--- config.mk ---
export PLATFORM = sky130hd
export DESIGN_NAME = gregorian_date_add_sub_days
export DESIGN_NICKNAME = d
export VERILOG_FILES = /design/src/sv/gdate_pkg.sv /design/src/sv/gregorian_date_add_sub_days.sv
export SDC_FILE = /design/constraint.sdc
export NUM_CORES = 1
export LEC_CHECK = 0
export ABC_AREA = 1
export ABC_CLOCK_PERIOD_IN_PS = 4300
export BUFFER_PORTS_ARGS = -buffer_cell sky130_fd_sc_hd__buf_2
export CAP_MARGIN = 5
export CORE_ASPECT_RATIO = 1.4
export CORE_MARGIN = 3
export CORE_UTILIZATION = 51
export CTS_BUF_LIST = sky130_fd_sc_hd__clkbuf_2 sky130_fd_sc_hd__clkbuf_4 sky130_fd_sc_hd__clkbuf_8
export CTS_CLUSTER_SIZE = 14
export DETAILED_ROUTE_END_ITERATION = 16
export GPL_ROUTABILITY_DRIVEN = 0
export PLACE_DENSITY = 0.78
export SLEW_MARGIN = 5
export SYNTH_ARGS = -nofsm -noshare
export SYNTH_HDL_FRONTEND = slang
export SYNTH_SLANG_ARGS = --single-unit
--- constraint.sdc ---
create_clock -name clk -period 4.3 [get_ports clk]
set_input_delay 1.29 -clock clk [delete_from_list [all_inputs] [get_ports clk]]
set_output_delay 1.29 -clock clk [all_outputs]
set_load 0.005 [all_outputs]
--- src/sv/gdate_pkg.sv ---
// Package for the Gregorian date shifter.
// Holds the year limit, the 400-year cycle constants, month codes, day and mode codes and the month length function.
// No dependencies.
package gdate_pkg;

  localparam logic [13:0] YEAR_MAX = 14'd9999;
  localparam logic [8:0]  CYCLE_YEARS = 9'd400;
  localparam logic [8:0]  CENTURY_1 = 9'd100;
  localparam logic [8:0]  CENTURY_2 = 9'd200;
  localparam logic [8:0]  CENTURY_3 = 9'd300;
  localparam logic [8:0]  CYCLE_LAST = 9'd399;

  localparam logic [3:0] MONTH_NONE = 4'd0;
  localparam logic [3:0] MONTH_JAN  = 4'd1;
  localparam logic [3:0] MONTH_FEB  = 4'd2;
  localparam logic [3:0] MONTH_MAR  = 4'd3;
  localparam logic [3:0] MONTH_APR  = 4'd4;
  localparam logic [3:0] MONTH_MAY  = 4'd5;
  localparam logic [3:0] MONTH_JUN  = 4'd6;
  localparam logic [3:0] MONTH_JUL  = 4'd7;
  localparam logic [3:0] MONTH_AUG  = 4'd8;
  localparam logic [3:0] MONTH_SEP  = 4'd9;
  localparam logic [3:0] MONTH_OCT  = 4'd10;
  localparam logic [3:0] MONTH_NOV  = 4'd11;
  localparam logic [3:0] MONTH_DEC  = 4'd12;

  localparam logic [4:0] DAY_FIRST = 5'd1;
  localparam logic [4:0] DEC_LAST_DAY = 5'd31;

  localparam logic MODE_ADD = 1'b0;
  localparam logic MODE_SUB = 1'b1;

  function automatic logic [4:0] month_len(input logic [3:0] m, input logic leap);
    logic [4:0] len;
    case (m)
      MONTH_FEB: len = leap ? 5'd29 : 5'd28;
      MONTH_APR, MONTH_JUN, MONTH_SEP, MONTH_NOV: len = 5'd30;
      default: len = 5'd31;
    endcase
    return len;
  endfunction

endpackage

--- src/sv/gregorian_date_add_sub_days.sv ---
// Gregorian date shifter: moves a date forward or back by a day count,
// walking the calendar one month per clock cycle.
// Depends on gdate_pkg.
//
// One transaction at a time. After a transaction is taken, the block reduces
// the year modulo 400 for the leap rule by repeated subtraction, clamps the
// start day to the month length, and then walks month by month until the
// remaining count falls within the current month. The result is then held
// until it is taken, and only then is a new transaction accepted. Results
// leaving years 0..9999 saturate at the range limit and raise year_overflow.
module gregorian_date_add_sub_days (
  input  logic        clk,
  input  logic        rst_n,
  input  logic        in_valid,
  output logic        in_ready,
  input  logic        in_mode,
  input  logic [13:0] in_start_year,
  input  logic [3:0]  in_start_month,
  input  logic [4:0]  in_start_day,
  input  logic [15:0] in_day_count,
  output logic        out_valid,
  input  logic        out_ready,
  output logic [13:0] out_result_year,
  output logic [3:0]  out_result_month,
  output logic [4:0]  out_result_day,
  output logic        out_year_overflow
);

  typedef enum logic [2:0] {
    S_IDLE,
    S_MOD,
    S_CLAMP,
    S_WALK,
    S_DONE
  } state_t;

  state_t      state_r, state_nxt;
  logic        mode_r, mode_nxt;
  logic [13:0] y_r, y_nxt;
  logic [3:0]  m_r, m_nxt;
  logic [4:0]  d_r, d_nxt;
  logic [15:0] cnt_r, cnt_nxt;
  logic [13:0] tmp_r, tmp_nxt;
  logic [8:0]  mod_r, mod_nxt;
  logic        ovf_r, ovf_nxt;
  logic        leap;
  logic [4:0]  len;
  logic [4:0]  rem;

  assign leap = (y_r[1:0] == 2'd0) && (mod_r != gdate_pkg::CENTURY_1)
                && (mod_r != gdate_pkg::CENTURY_2) && (mod_r != gdate_pkg::CENTURY_3);
  assign len = gdate_pkg::month_len(m_r, leap);
  assign rem = len - d_r;

  always_comb begin
    state_nxt = state_r;
    mode_nxt  = mode_r;
    y_nxt     = y_r;
    m_nxt     = m_r;
    d_nxt     = d_r;
    cnt_nxt   = cnt_r;
    tmp_nxt   = tmp_r;
    mod_nxt   = mod_r;
    ovf_nxt   = ovf_r;
    case (state_r)
      S_IDLE: begin
        if (in_valid) begin
          mode_nxt = in_mode;
          y_nxt = (in_start_year > gdate_pkg::YEAR_MAX) ? gdate_pkg::YEAR_MAX : in_start_year;
          tmp_nxt = y_nxt;
          if (in_start_month == gdate_pkg::MONTH_NONE) begin
            m_nxt = gdate_pkg::MONTH_JAN;
          end else if (in_start_month > gdate_pkg::MONTH_DEC) begin
            m_nxt = gdate_pkg::MONTH_DEC;
          end else begin
            m_nxt = in_start_month;
          end
          d_nxt = (in_start_day == 5'd0) ? gdate_pkg::DAY_FIRST : in_start_day;
          cnt_nxt = in_day_count;
          ovf_nxt = 1'b0;
          state_nxt = S_MOD;
        end
      end
      S_MOD: begin
        if (tmp_r >= {5'd0, gdate_pkg::CYCLE_YEARS}) begin
          tmp_nxt = tmp_r - {5'd0, gdate_pkg::CYCLE_YEARS};
        end else begin
          mod_nxt = tmp_r[8:0];
          state_nxt = S_CLAMP;
        end
      end
      S_CLAMP: begin
        if (d_r > len) begin
          d_nxt = len;
        end
        state_nxt = S_WALK;
      end
      S_WALK: begin
        if (mode_r == gdate_pkg::MODE_ADD) begin
          if (cnt_r <= {11'd0, rem}) begin
            d_nxt = d_r + cnt_r[4:0];
            state_nxt = S_DONE;
          end else begin
            cnt_nxt = cnt_r - ({11'd0, rem} + 16'd1);
            d_nxt = gdate_pkg::DAY_FIRST;
            if (m_r == gdate_pkg::MONTH_DEC) begin
              if (y_r == gdate_pkg::YEAR_MAX) begin
                d_nxt = gdate_pkg::DEC_LAST_DAY;
                ovf_nxt = 1'b1;
                state_nxt = S_DONE;
              end else begin
                y_nxt = y_r + 14'd1;
                m_nxt = gdate_pkg::MONTH_JAN;
                mod_nxt = (mod_r == gdate_pkg::CYCLE_LAST) ? 9'd0 : mod_r + 9'd1;
              end
            end else begin
              m_nxt = m_r + 4'd1;
            end
          end
        end else begin
          if (cnt_r < {11'd0, d_r}) begin
            d_nxt = d_r - cnt_r[4:0];
            state_nxt = S_DONE;
          end else begin
            cnt_nxt = cnt_r - {11'd0, d_r};
            if (m_r == gdate_pkg::MONTH_JAN) begin
              if (y_r == 14'd0) begin
                d_nxt = gdate_pkg::DAY_FIRST;
                ovf_nxt = 1'b1;
                state_nxt = S_DONE;
              end else begin
                y_nxt = y_r - 14'd1;
                m_nxt = gdate_pkg::MONTH_DEC;
                d_nxt = gdate_pkg::DEC_LAST_DAY;
                mod_nxt = (mod_r == 9'd0) ? gdate_pkg::CYCLE_LAST : mod_r - 9'd1;
              end
            end else begin
              m_nxt = m_r - 4'd1;
              d_nxt = gdate_pkg::month_len(m_r - 4'd1, leap);
            end
          end
        end
      end
      S_DONE: begin
        if (out_ready) begin
          state_nxt = S_IDLE;
        end
      end
      default: begin
        state_nxt = S_IDLE;
      end
    endcase
  end

  always_ff @(posedge clk) begin
    if (!rst_n) begin
      state_r <= S_IDLE;
    end else begin
      state_r <= state_nxt;
    end
    mode_r <= mode_nxt;
    y_r    <= y_nxt;
    m_r    <= m_nxt;
    d_r    <= d_nxt;
    cnt_r  <= cnt_nxt;
    tmp_r  <= tmp_nxt;
    mod_r  <= mod_nxt;
    ovf_r  <= ovf_nxt;
  end

  assign in_ready          = (state_r == S_IDLE);
  assign out_valid         = (state_r == S_DONE);
  assign out_result_year   = y_r;
  assign out_result_month  = m_r;
  assign out_result_day    = d_r;
  assign out_year_overflow = ovf_r;

  a_walk_cycle_pos : assert property (@(posedge clk) disable iff (!rst_n)
    (state_r == S_WALK) |-> (mod_r < gdate_pkg::CYCLE_YEARS)
      && (mod_r[1:0] == y_r[1:0]))
    else $error("year cycle position out of step with year");

  a_result_sane : assert property (@(posedge clk) disable iff (!rst_n)
    out_valid |-> (out_result_month >= gdate_pkg::MONTH_JAN)
      && (out_result_month <= gdate_pkg::MONTH_DEC)
      && (out_result_day >= gdate_pkg::DAY_FIRST)
      && (out_result_year <= gdate_pkg::YEAR_MAX))
    else $error("result date out of range");

  a_ovf_at_limit : assert property (@(posedge clk) disable iff (!rst_n)
    (out_valid && out_year_overflow) |->
      ((out_result_year == gdate_pkg::YEAR_MAX) && (out_result_month == gdate_pkg::MONTH_DEC)
        && (out_result_day == gdate_pkg::DEC_LAST_DAY))
      || ((out_result_year == 14'd0) && (out_result_month == gdate_pkg::MONTH_JAN)
        && (out_result_day == gdate_pkg::DAY_FIRST)))
    else $error("saturated result not at a range limit");

  a_result_held : assert property (@(posedge clk) disable iff (!rst_n)
    (out_valid && !out_ready) |=> out_valid && $stable(out_result_day)
      && $stable(out_result_month) && $stable(out_result_year))
    else $error("pending result changed before it was taken");

endmodule

Word level (Yosys, flattened, before mapping)
Index checks and enable logic that the tools add are counted.
{ "totals": {"in_bits": 44, "ff_bits": 67, "out_inout_bits": 26} }
{ "op_classes": {"eq_ne": 40, "n_reduce_logical": 24, "n_lt_le_gt_ge": 6, "mux": 73, "n_addsub": 13} }
{ "op_table": {"columns": ["op", "n"], "rows": [
  ["$mux 14", 10],
  ["$mux 9", 10],
  ["$mux 16", 4],
  ["$pmux 14 s2", 2],
  ["$mux 5", 10],
  ["$mux 4", 10],
  ["$pmux 16 s2", 1],
  ["$mux 3", 10],
  ["$ne 3x3->1 const B", 8],
  ["$ne 4x4->1 const B", 6],
  ["$reduce_and 8->1", 3],
  ["$eq 4x4->1 const B", 5],
  ["$pmux 9 s2", 1],
  ["$eq 4x3->1 const B", 4],
  ["$le 16x5->1", 1],
  ["$lt 16x5->1", 1],
  ["$sub 16x5->16", 1],
  ["$sub 16x6->16", 1],
  ["$pmux 3 s5", 1],
  ["$pmux 5 s3", 1],
  ["$add 14x1->14 const B", 1],
  ["$eq 14x14->1 const B", 1],
  ["$ge 14x9->1 const B", 1],
  ["$gt 14x14->1 const B", 1],
  ["other kinds (41)", 62]
]} }

Logic depth before layout (Yosys ltp)
Gate-level depths: netlist of run 1.
{ "depth": {"word_depth": 12, "mapped_depth": 26} }

Least setup slack after synthesis of run 1
OpenSTA, ideal clock, no wires.
{ "synth_timing": {"path_kind": "flip-flop to flip-flop", "startpoint": "reg m_r[0], in the netlist out_result_month[0]", "endpoint": "reg mod_r[0], enable pin", "synth_period_minus_slack_ns": 3.932, "required_time_ns": 3.913, "path_buffers": 0, "arrival_time_ns": 3.545, "setup_ns": 0.387, "path_slack_ns": 0.368, "path_stages_with_launch": 21, "cell_sequence": "edfxtp_1 -> inv_1 -> ha_1 -> o21ai_0 -> o21ai_0 -> nand2_1 -> nand2_1 -> ha_1 -> fa_1 -> xor2_1 -> ha_1 -> nand2_1 -> inv_1 -> nand2_1 -> nand2_1 -> nand2_1 -> nand3_2 -> nand2_1 -> nand2_1 -> o21ai_0 -> nor3_1"} }
{ "synth_between": {"elab_chain_len": 7} }
{ "synth_lines": {"columns": ["item", "line_no", "text"], "rows": [
  ["start: declaration", "gregorian_date_add_sub_days.sv:40", "logic [3:0] m_r, m_nxt;"],
  ["start signal: assignment", "gregorian_date_add_sub_days.sv:163", "m_r <= m_nxt;"],
  ["$eq 4x3->1 or $eq 4x4->1 (tied branches)", "gdate_pkg.sv:35", "case (m)"],
  ["$reduce_or 4->1", "gdate_pkg.sv:35", null],
  ["$pmux 2 s2", "gdate_pkg.sv:35", null],
  ["$sub 5x5->5", "gregorian_date_add_sub_days.sv:53", "assign rem = len - d_r;"],
  ["$le 16x5->1", "gregorian_date_add_sub_days.sv:100", "if (cnt_r <= {11'd0, rem}) begin"],
  ["$ne 3x3->1 (no source line)", null, null],
  ["$reduce_and 8->1 (no source line) (*)", null, null],
  ["end signal: assignment", "gregorian_date_add_sub_days.sv:167", "mod_r <= mod_nxt;"],
  ["end: declaration", "gregorian_date_add_sub_days.sv:44", "logic [8:0] mod_r, mod_nxt;"]
]} }
Every way passes the cells marked *; elsewhere a longest branch is shown, timed or not.
A chain may end at the register's enable or synchronous reset.

Worst setup path after layout of run 1
{ "layout_timing": {"startpoint": "reg m_r[0], in the netlist out_result_month[0]", "endpoint": "reg mod_r[7], enable pin"} }
The elaborated chain is that of the path after synthesis.

==> results of run 1 <==
flip-flops by register name (all words and copies together), names as in the netlist:
signal / count
out_year_overflow: 1
tmp_r: 14
out_result_year: 14
mode_r: 1
mod_r: 9
out_result_month: 4
state_r: 3
out_result_day: 5
cnt_r: 16
metal layers:
layer  share of wire [%]  global-route usage (%)  vias up
li1                    -                       -     3045
met1                  39                   29.87     2764
met2                  51                   45.17      222
met3                 6.1                   2.567       58
met4                 4.5                   14.83        0
met5                   0                       0        -
final timing paths:
kind,startpoint,to,slack (ns),cells after the start
hold / removal,state_r[1]$_SDFFE_PN0P_,state_r[1]$_SDFFE_PN0P_,0.54,2
hold reg to reg,state_r[1]$_SDFFE_PN0P_,state_r[1]$_SDFFE_PN0P_,0.54,2
setup reg to reg,out_result_month[0]$_DFFE_PP_,mod_r[7]$_DFFE_PP_,0.40,21
setup / recovery,out_result_month[0]$_DFFE_PP_,mod_r[7]$_DFFE_PP_,0.40,21
power by group:
group / total (mW) / internal, mW / switching (mW) / leakage [nW]
logic: 1.45 / 0.523 / 0.929 / 2.52
registers: 1.05 / 0.904 / 0.146 / 0.635
clock network: 0.587 / 0.324 / 0.263 / 0.101
total: 3.09 / 1.75 / 1.34 / 3.26
Yosys cell counts, drive strengths merged:
master	number
o211ai	1
and2	1
nand4	17
fa	6
clkbuf	5
a21oi	35
or2	2
o21a	1
a22oi	3
a31oi	18
xnor2	10
nand3b	5
a21o	4
nor4	4
nor2	105
dfxtp	3
nand3	75
a31o	1
nor3	12
inv	117
and3	1
a211oi	1
ha	45
buf	18
o21bai	3
o22ai	2
edfxtp	64
o221ai	3
a221oi	3
xor2	24
nand2	196
o21ai	76
o31ai	3
critical path, delay by kind of cell, from the launching register on:
kind | cells | cell delay (ns)
adder cells (fa/ha/maj) | 4 | 1.28
AO/OA/AOI/OAI | 3 | 0.35
buffers and inverters | 3 | 0.44
AND/OR/NAND/NOR | 10 | 0.96
flip-flops | 1 | 0.42
XOR/XNOR | 1 | 0.17
kinds of logic (layout without fill, tap and decap cells):
| logic type | count (synthesis) | after routing |
|---|---|---|
| xor+xnor | 34 | 34 |
| fa+ha+maj | 51 | 51 |
| buf+inv | 140 | 210 |
| simple gates | 418 | 418 |
| compound gates | 154 | 154 |
| flops | 67 | 67 |
cells in the final DEF (no fill, tap or decap), types with 18 or more instances in the layout:
| cell | netlist | layout |
|---|---|---|
| nand2_1 | 188 | 188 |
| o21ai_0 | 62 | 62 |
| inv_1 | 111 | 109 |
| buf_2 | 12 | 69 |
| edfxtp_1 | 64 | 64 |
| ha_1 | 45 | 45 |
| nor2_1 | 93 | 93 |
| xor2_1 | 24 | 24 |
| nand3_1 | 74 | 74 |
| a31oi_1 | 18 | 18 |
| a21oi_1 | 33 | 33 |
through the flow:
stage          worst slack (ns)  instances  instance area [sq um]
2_1_floorplan            0.3680        864                   6342
3_5_place_dp             0.3452       1064                   6798
4_1_cts                  0.3358       1080                   7014
5_1_grt                 0.01573       1081                   7022
3_3_place_gp             0.4697       1064                   6798
6_report                 0.3984       1081                   7022
area by class of cell:
class	count	area (sq um)	area share [%]
multi-input combinational	657	3782	53.87
sequential	67	1982	28.23
inverter	117	439.2	6.254
timing repair buffer	77	417.9	5.952
tap	147	183.9	2.619
clock buffer	9	123.9	1.764
clock inverter	7	92.59	1.319
repair_timing:
item                       in CTS  in global routing
setup buffers                   0                  1
resized for setup               0                  1
setup endpoints to repair       0                 20
==> results.py, run 1 <==
metrics = {
    "outcome": {
        "status": "complete, no violations",
    },
    "worst_setup_path": {
        "crit_required_ns": 4.36,
        "critPathMostFrequentCell": "nand2_1",
        "critPathCaptureType": "register",
        "slowest_delay_ns": 0.44,
        "cp.arrival_ns": 3.96,
        "startpoint_type": "register",
        "worstPathCellList": "inv_1 -> ha_1 -> o21ai_0 -> o21ai_0 -> nand2_1 -> nand2_1 -> ha_1 -> fa_1 -> xor2_1 -> ha_1 -> nand2_1 -> inv_1 -> nand2_1 -> nand2_1 -> nand2_1 -> nand3_2 -> nand2_1 -> nand2_1 -> o21ai_0 -> nor3_1 -> buf_4",
        "path_class": "register to register",
        "slowest_stage": "fa_1",
        "cp_max_fo": 9,
    },
    "sta": {
        "finalCritPeriodShare_pct": 90.74,
        "whs_ns": 0.5431,
        "period_needed_ns": 3.902,
        "tightest_slew_ns": 0.8244,
        "maxSlewViolCount": 0,
        "fin_setup_tns_ns": 0,
        "fmax_ghz": 0.2563,
        "slew_headroom_pct": 44.79,
        "rsz0062_at_grt": "false",
        "skew_ns": 0.01023,
        "finalSetupViolCount": 0,
        "finalHoldViolCount": 0,
    },
    "cts": {
        "path_clk_slew_ns": 0.08,
        "cts_buffers": 9,
        "cts_root_buf": "clkbuf_8",
        "postCtsHoldBufs": 0,
        "cts_tree": "done",
        "insertion_delay_ns": 0.36,
        "cts.sinks": 67,
        "clock_path_buffers": 2,
        "cts_htree_levels": 3,
    },
    "detailed_routing": {
        "dr.pass1.iters": 9,
        "drc": 0,
        "viasPerCell": 5.633,
        "dr_total_vias": 6089,
        "dr.first_iter.drc_count": 464,
        "antenna_left": 0,
        "wirelength_mm": 17.14,
        "wl_per_cell_um": 15.85,
    },
    "synth": {
        "synth_cell_types": 50,
        "synth_area_sq_um": 6342,
        "seq_area_frac_synth_pct": 31.25,
        "muxShareOfSynthArea_pct": 0,
        "synthSimpleGateAreaFrac_pct": 30.03,
        "synth_nets": 959,
        "avgSynthCellArea_sq_um": 7.341,
        "synth_seq_cells": 67,
        "synth_top_family_by_area": "simple AND/OR/NAND/NOR gates",
        "synth.top_cell.area_share_pct": 30.30,
        "yosys_warnings": 0,
        "synthTopCellsByArea": "edfxtp_1 30%, nand2_1 11%, ha_1 8.9%",
        "synth_compound_area_share_pct": 14.14,
        "synth-adder-area-share_pct": 10.77,
        "synth_xor_area_share_pct": 4.695,
        "syn_inst": 864,
        "synth_top_cell_by_area": "edfxtp_1",
    },
    "finish": {
        "final_nets": 1024,
        "post-route-util_pct": 58.53,
        "final_layout_size_suffix_gt1_share_pct": 14.35,
        "fillers": 1181,
        "n_antenna_cell": 0,
        "syn_to_final_growth_pct": 10.71,
    },
    "global_route": {
        "antenna_found_initial": 0,
        "grt_pass1_vias": 6056,
        "grt_first_pass_wirelength_mm": 27.98,
        "grt_usage_pct": 25.56,
        "grt_max_degree": 41,
        "overflow": 0,
    },
    "floorplanning": {
        "ios": 70,
        "row_count": 47,
        "die_w_um": 100.3,
        "fp.coreArea_sq_um": 12000,
        "die_area_sq_um": 13830,
        "die_h_um": 137.9,
        "start_util_pct": 52.87,
    },
    "place": {
        "dp_hpwl_mm": 13.45,
        "numPortBuffers": 69,
    },
    "power_and_ir_drop": {
        "p_leak_nw": 3.255,
        "finalPower_mw": 3.089,
        "p_per_area_nw_per_um2": 439.9,
        "peakVddDrop_v": 0.0002251,
    },
    "hold_path": {
        "hold_path_class": "register to register",
    },
    "job": {
        "maxCapViolations": 0,
    },
}
(Power assumes the default switching activity.)
==> inputs of run 2 (changes only) <==
--- a/config.mk
+++ b/config.mk
@@ -11,12 +11,12 @@
 export CAP_MARGIN = 5
 export CORE_ASPECT_RATIO = 1.4
 export CORE_MARGIN = 3
-export CORE_UTILIZATION = 51
+export CORE_UTILIZATION = 60
 export CTS_BUF_LIST = sky130_fd_sc_hd__clkbuf_2 sky130_fd_sc_hd__clkbuf_4 sky130_fd_sc_hd__clkbuf_8
 export CTS_CLUSTER_SIZE = 14
 export DETAILED_ROUTE_END_ITERATION = 16
 export GPL_ROUTABILITY_DRIVEN = 0
-export PLACE_DENSITY = 0.78
+export PLACE_DENSITY = 0.88
 export SLEW_MARGIN = 5
 export SYNTH_ARGS = -nofsm -noshare
 export SYNTH_HDL_FRONTEND = slang
==> run 2 against run 1 <==
Compared with the run above: global-route usage grew 4.2 points; worst hold slack gained 0.015 ns; clock power shrank 7.8%; first-iteration DRC count grew 17%; critical path depth grew 3; sequential power is essentially flat; final cell count shrank 0.74%; count of clock-buffer cells in the layout grew 1; utilization grew 11 points.
==> results.py, run 2 (synthesized netlist as in run 1, its figures left out) <==
metrics = {
    "finish": {
        "final_layout_size_suffix_gt1_share_pct": 15.25,
        "n_antenna_cell": 0,
        "final_nets": 1028,
        "largest_registers": "cnt_r x16, out_result_year x14, tmp_r x14",
        "multiInputGateArea_sq_um": 3795,
        "syn_to_final_growth_pct": 10.81,
        "final_cell_mix": "187 x nand2_1, 109 x inv_1, 92 x nor2_1",
        "fin_cells": 1073,
        "largest_reg_flops": 16,
        "fillers": 869,
        "seqCellArea_sq_um": 1982,
        "layout_commonest_cell": "nand2_1",
        "post-route-util_pct": 69.48,
        "regMostFlops": "cnt_r",
    },
    "global_route": {
        "grt_util_met1_pct": 34.28,
        "grt_max_degree": 41,
        "overflow": 0,
        "grt_usage_pct": 29.78,
        "grt-busiest-layer": "met2",
        "met2_usage_pct": 52.95,
        "grt_pass1_vias": 6044,
        "antenna_found_initial": 0,
        "grt_use_met3_pct": 5.167,
        "grt_first_pass_wirelength_mm": 28.16,
    },
    "detailed_routing": {
        "drc": 0,
        "dr.pass1.iters": 8,
        "wirelength_mm": 17.38,
        "wl_per_cell_um": 16.20,
        "dr.first_iter.drc_count": 543,
        "antenna_left": 0,
        "viasPerCell": 5.901,
        "dr_total_vias": 6332,
    },
    "sta": {
        "worst_slack_ns": 0.2841,
        "slew_headroom_pct": 41.13,
        "fin_setup_tns_ns": 0,
        "whs_ns": 0.5585,
        "tightest_slew_ns": 0.8830,
        "skew_ns": 0.01558,
        "fmax_ghz": 0.2490,
        "finalCritPeriodShare_pct": 93.39,
        "finalSetupViolCount": 0,
        "period_needed_ns": 4.016,
        "finalHoldViolCount": 0,
        "maxSlewViolCount": 0,
    },
    "cts": {
        "cts_buffers": 9,
        "cts_htree_levels": 3,
        "cts_tree": "done",
        "cts.sinks": 67,
        "clock_path_buffers": 2,
        "postCtsHoldBufs": 0,
        "cts_root_buf": "clkbuf_8",
        "insertion_delay_ns": 0.36,
        "path_clk_slew_ns": 0.08,
    },
    "worst_setup_path": {
        "rr_endpoint": "mod_r[2]$_DFFE_PP_",
        "critPathLaunch": "mod_r[0]$_DFFE_PP_",
        "cp-endpoint": "mod_r[2]$_DFFE_PP_",
        "reg2reg_slack_ns": 0.28,
        "slowest_delay_ns": 0.46,
        "startpoint_type": "register",
        "cp.arrival_ns": 4.09,
        "crit_buf_inv": 4,
        "path_class": "register to register",
        "critPathCaptureType": "register",
        "worstPathCellList": "inv_1 -> ha_1 -> inv_1 -> nor2_1 -> nand2_1 -> nor2_1 -> nand2_1 -> nand2_1 -> nand2_1 -> nand2_1 -> ha_1 -> fa_2 -> nand3_1 -> xor2_1 -> ha_1 -> inv_1 -> nor2_2 -> nand2_1 -> nand3_2 -> nand2_1 -> nand2_2 -> o21ai_0 -> nor3_2 -> buf_2",
        "cp_max_fo": 6,
        "critPathTopFamily": "simple AND/OR/NAND/NOR gates",
        "regToRegStartpoint": "mod_r[0]$_DFFE_PP_",
        "cp.depth": 24,
        "slowest_stage": "edfxtp_1",
        "worstRegToRegCells": 24,
        "crit_required_ns": 4.38,
        "critPathMostFrequentCell": "nand2_1",
    },
    "outcome": {
        "status": "complete, no violations",
    },
    "floorplanning": {
        "die_w_um": 92.90,
        "ios": 70,
        "die_h_um": 127.7,
        "die_area_sq_um": 11860,
        "fp.coreArea_sq_um": 10110,
        "row_count": 43,
        "start_util_pct": 62.70,
    },
    "power_and_ir_drop": {
        "peakVddDrop_v": 0.0002641,
        "p_per_area_nw_per_um2": 437.1,
        "p_leak_nw": 3.272,
    },
    "place": {
        "place_ws_ns": 0.3869,
        "dp_hpwl_mm": 13.36,
        "dp_cells": 1053,
        "numPortBuffers": 69,
    },
    "job": {
        "maxCapViolations": 0,
    },
    "hold_path": {
        "hold_path_class": "register to register",
    },
}
[run 2: layout make-up]
type | instances | area share [%]
clock inverters | 6 | 0.9436
multi-input cells | 657 | 54.00
flip-flops and latches | 67 | 28.20
repair buffers | 81 | 6.338
well taps | 135 | 2.403
clock buffers | 10 | 1.869
inverters | 117 | 6.249
[run 2: worst min-delay path by stage]
stage | from | endpoint | slack [ns] | cells after the start
CTS | state_r[1]$_SDFFE_PN0P_ | state_r[1]$_SDFFE_PN0P_ | 0.55 | 2
floorplan | state_r[1]$_SDFFE_PN0P_ | state_r[1]$_SDFFE_PN0P_ | 0.50 | 2
finish | state_r[1]$_SDFFE_PN0P_ | state_r[1]$_SDFFE_PN0P_ | 0.56 | 2
detailed placement | state_r[1]$_SDFFE_PN0P_ | state_r[1]$_SDFFE_PN0P_ | 0.55 | 2
global route | state_r[1]$_SDFFE_PN0P_ | state_r[1]$_SDFFE_PN0P_ | 0.56 | 2
global placement | state_r[1]$_SDFFE_PN0P_ | state_r[1]$_SDFFE_PN0P_ | 0.53 | 2
[run 2: report_power, final]
part	total [mW]	switching (mW)	internal, mW
clock	0.541	0.267	0.274
sequential	1.05	0.147	0.904
combinational	1.48	0.943	0.537
total	3.07	1.36	1.71
[run 2: stage by stage]
stage	area [sq um]	total power, mW
floorplan	6342	2.096
global placement	6790	2.442
detailed placement	6790	2.482
CTS	6988	3.021
global route	7028	3.291
finish	7028	3.072
[run 2: worst min-delay path: stages (launching register included)]
cell     delay (ns)
dfxtp_1        0.37
nand2_1        0.10
a21oi_2        0.05
[run 2: what timing repair did]
| action | CTS | global route |
|---|---|---|
| setup buffers | 0 | 3 |
| endpoints found under the setup margin | 0 | 38 |
| gates resized for setup | 0 | 7 |
[run 2: metal layers]
| layer | routed length, um | vias to the layer above | share of wire [%] |
|---|---|---|---|
| met3 | 1380 | 65 | 7.9 |
| met1 | 6483 | 2886 | 37 |
| met5 | 0 | - | 0 |
| met2 | 8769 | 331 | 50 |
| met4 | 750 | 0 | 4.3 |
| li1 | - | 3050 | - |
==> inputs of run 3 (changes only) <==
--- a/config.mk
+++ b/config.mk
@@ -6,17 +6,19 @@
 export NUM_CORES = 1
 export LEC_CHECK = 0
 export ABC_AREA = 1
-export ABC_CLOCK_PERIOD_IN_PS = 4300
+export ABC_CLOCK_PERIOD_IN_PS = 4050
 export BUFFER_PORTS_ARGS = -buffer_cell sky130_fd_sc_hd__buf_2
 export CAP_MARGIN = 5
+export CELL_PAD_IN_SITES_DETAIL_PLACEMENT = 1
+export CELL_PAD_IN_SITES_GLOBAL_PLACEMENT = 1
 export CORE_ASPECT_RATIO = 1.4
 export CORE_MARGIN = 3
-export CORE_UTILIZATION = 60
+export CORE_UTILIZATION = 45
 export CTS_BUF_LIST = sky130_fd_sc_hd__clkbuf_2 sky130_fd_sc_hd__clkbuf_4 sky130_fd_sc_hd__clkbuf_8
 export CTS_CLUSTER_SIZE = 14
 export DETAILED_ROUTE_END_ITERATION = 16
 export GPL_ROUTABILITY_DRIVEN = 0
-export PLACE_DENSITY = 0.88
+export PLACE_DENSITY = 0.9
 export SLEW_MARGIN = 5
 export SYNTH_ARGS = -nofsm -noshare
 export SYNTH_HDL_FRONTEND = slang
==> constraint.sdc (replaced) <==
create_clock -name clk -period 4.05 [get_ports clk]
set_input_delay 1.215 -clock clk [delete_from_list [all_inputs] [get_ports clk]]
set_output_delay 1.215 -clock clk [all_outputs]
set_load 0.005 [all_outputs]
==> run 3 against run 2 <==
Compared with the run above: total power grew 15%; fmax grew 3.4%; worst setup slack lost 0.12 ns; register-to-register slack lost 0.12 ns; largest cell class unchanged.
==> results.py, run 3 (synthesized netlist as in run 1, its figures left out) <==
metrics = {
    "outcome": {
        "status": "complete, no violations",
    },
    "sta": {
        "slew_headroom_pct": 33.53,
        "finalHoldViolCount": 0,
        "finalSetupViolCount": 0,
        "finalCritPeriodShare_pct": 95.94,
        "skew_ns": 0.01771,
        "tightest_slew_ns": 0.9971,
        "fmax_ghz": 0.2574,
        "maxSlewViolCount": 0,
        "whs_ns": 0.5598,
        "period_needed_ns": 3.885,
    },
    "cts": {
        "cts_htree_levels": 3,
        "path_clk_slew_ns": 0.09,
        "cts_root_buf": "clkbuf_8",
        "cts_tree": "done",
        "postCtsHoldBufs": 0,
        "cts_buffers": 9,
        "clock_path_buffers": 2,
        "cts.sinks": 67,
        "insertion_delay_ns": 0.38,
    },
    "global_route": {
        "grt_first_pass_wirelength_mm": 33.51,
        "grt_usage_pct": 27.12,
        "grt_pass1_vias": 6753,
        "overflow": 0,
        "grt_max_degree": 56,
        "antenna_found_initial": 0,
    },
    "worst_setup_path": {
        "cp.arrival_ns": 3.97,
        "startpoint_type": "register",
        "worstPathCellList": "inv_2 -> ha_2 -> inv_1 -> nor2_1 -> nand2_1 -> nor2_1 -> nand2_1 -> nand2_2 -> nand2_1 -> nand2_1 -> ha_2 -> fa_2 -> nand3_1 -> xor2_1 -> ha_1 -> inv_1 -> nor2_2 -> nand2_1 -> nand3_2 -> nand2_4 -> nand2_4 -> o21ai_1 -> nor3_2 -> buf_4",
        "slowest_stage": "edfxtp_1",
        "critPathTopFamily": "simple AND/OR/NAND/NOR gates",
        "reg2reg_slack_ns": 0.16,
        "cp_max_fo": 5,
        "crit_required_ns": 4.14,
        "slowest_delay_ns": 0.49,
        "critPathMostFrequentCell": "nand2_1",
        "crit_buf_inv": 4,
        "critPathCaptureType": "register",
        "path_class": "register to register",
    },
    "power_and_ir_drop": {
        "p_leak_nw": 3.359,
        "p_sw_share_pct": 44.22,
        "p_clk_share_pct": 19.6,
        "p_comb_share_pct": 48.6,
        "finalPower_mw": 3.541,
        "peakVddDrop_v": 0.0002477,
        "p_per_area_nw_per_um2": 488.4,
        "p_sw_mw": 1.566,
        "power.share.sequential_pct": 31.9,
        "internal_power_mw": 1.975,
    },
    "finish": {
        "largest_registers": "cnt_r x16, out_result_year x14, tmp_r x14",
        "final_layout_size_suffix_gt1_share_pct": 17.03,
        "n_antenna_cell": 0,
        "regMostFlops": "cnt_r",
        "final_cell_mix": "184 x nand2_1, 107 x inv_1, 91 x nor2_1",
        "syn_to_final_growth_pct": 14.32,
        "layout_commonest_cell": "nand2_1",
        "seqCellArea_sq_um": 1982,
        "largest_reg_flops": 16,
        "fillers": 1765,
        "multiInputGateArea_sq_um": 3832,
        "final_nets": 1042,
    },
    "job": {
        "maxCapViolations": 0,
    },
    "detailed_routing": {
        "dr.first_iter.drc_count": 281,
        "antenna_left": 0,
        "dr_total_vias": 6360,
        "viasPerCell": 5.613,
        "drc": 0,
        "wl_per_cell_um": 19.12,
        "dr.pass1.iters": 5,
        "wirelength_mm": 21.66,
    },
    "place": {
        "dp_hpwl_mm": 16.20,
        "numPortBuffers": 69,
    },
    "hold_path": {
        "hold_path_class": "register to register",
    },
    "floorplanning": {
        "die_area_sq_um": 15570,
        "row_count": 50,
        "ios": 70,
        "fp.coreArea_sq_um": 13580,
        "start_util_pct": 46.72,
        "die_w_um": 106.3,
        "die_h_um": 146.5,
    },
}
run 3: routing by layer:
layer	vias to the layer above	global-route usage (%)	part of all wire, %
met1	3031	30.88	39
met4	0	13.16	4.9
met2	190	49.68	52
met5	-	0	0
met3	75	2.919	3.4
li1	3064	-	-
run 3: power groups by stage:
stage	registers, mW	logic, mW	clock network (mW)
floorplan	1.08	1.14	0
global placement	1.13	1.52	0
detailed placement	1.14	1.58	0
CTS	1.12	1.61	0.694
global route	1.14	1.91	0.719
finish	1.13	1.72	0.693
run 3: worst register-to-register path, stage by stage, from the launching register on:
cell and delay [ns]:
edfxtp_1 0.49, inv_2 0.13, ha_2 0.19, inv_1 0.04, nor2_1 0.08, nand2_1 0.06
nor2_1 0.13, nand2_1 0.08, nand2_2 0.07, nand2_1 0.05, nand2_1 0.09, ha_2 0.18
fa_2 0.22, nand3_1 0.10, xor2_1 0.17, ha_1 0.34, inv_1 0.07, nor2_2 0.15
nand2_1 0.09, nand3_2 0.12, nand2_4 0.08, nand2_4 0.08, o21ai_1 0.09, nor3_2 0.28
buf_4 0.21
run 3: path summary, 6_finish.rpt:
kind                            from                 endpoint  cells after the start
max reg2reg       mod_r[1]$_DFFE_PP_       mod_r[5]$_DFFE_PP_                     24
min          state_r[1]$_SDFFE_PN0P_  state_r[1]$_SDFFE_PN0P_                      2
max               mod_r[1]$_DFFE_PP_       mod_r[5]$_DFFE_PP_                     24
min reg2reg  state_r[1]$_SDFFE_PN0P_  state_r[1]$_SDFFE_PN0P_                      2
run 3: per-stage QoR:
stage	worst slack (ns)	TNS (ns)	instance area (sq um)	util (%)	instances
floorplan	0.1180	0	6342	-	864
global placement	0.2510	0	6844	50.41	1101
detailed placement	0.04576	0	6844	50.41	1101
CTS	0.04181	0	7073	52.10	1116
global route	-0.1713	-3.789	7251	53.41	1133
finish	0.1646	0	7251	53.41	1133
run 3: cell type report:
class / instances / share of cell area [%]
Tap cell: 182 / 3.141
Multi-Input combinational cell: 657 / 52.86
Inverter: 117 / 6.057
Timing Repair Buffer: 95 / 7.455
Clock buffer: 9 / 1.708
Clock inverter: 6 / 1.450
Sequential cell: 67 / 27.33
run 3: what timing repair did:
action	CTS	global route
setup endpoints to repair	0	52
gates resized for setup	0	21
endpoints found under the hold margin	0	0
buffers inserted	0	16
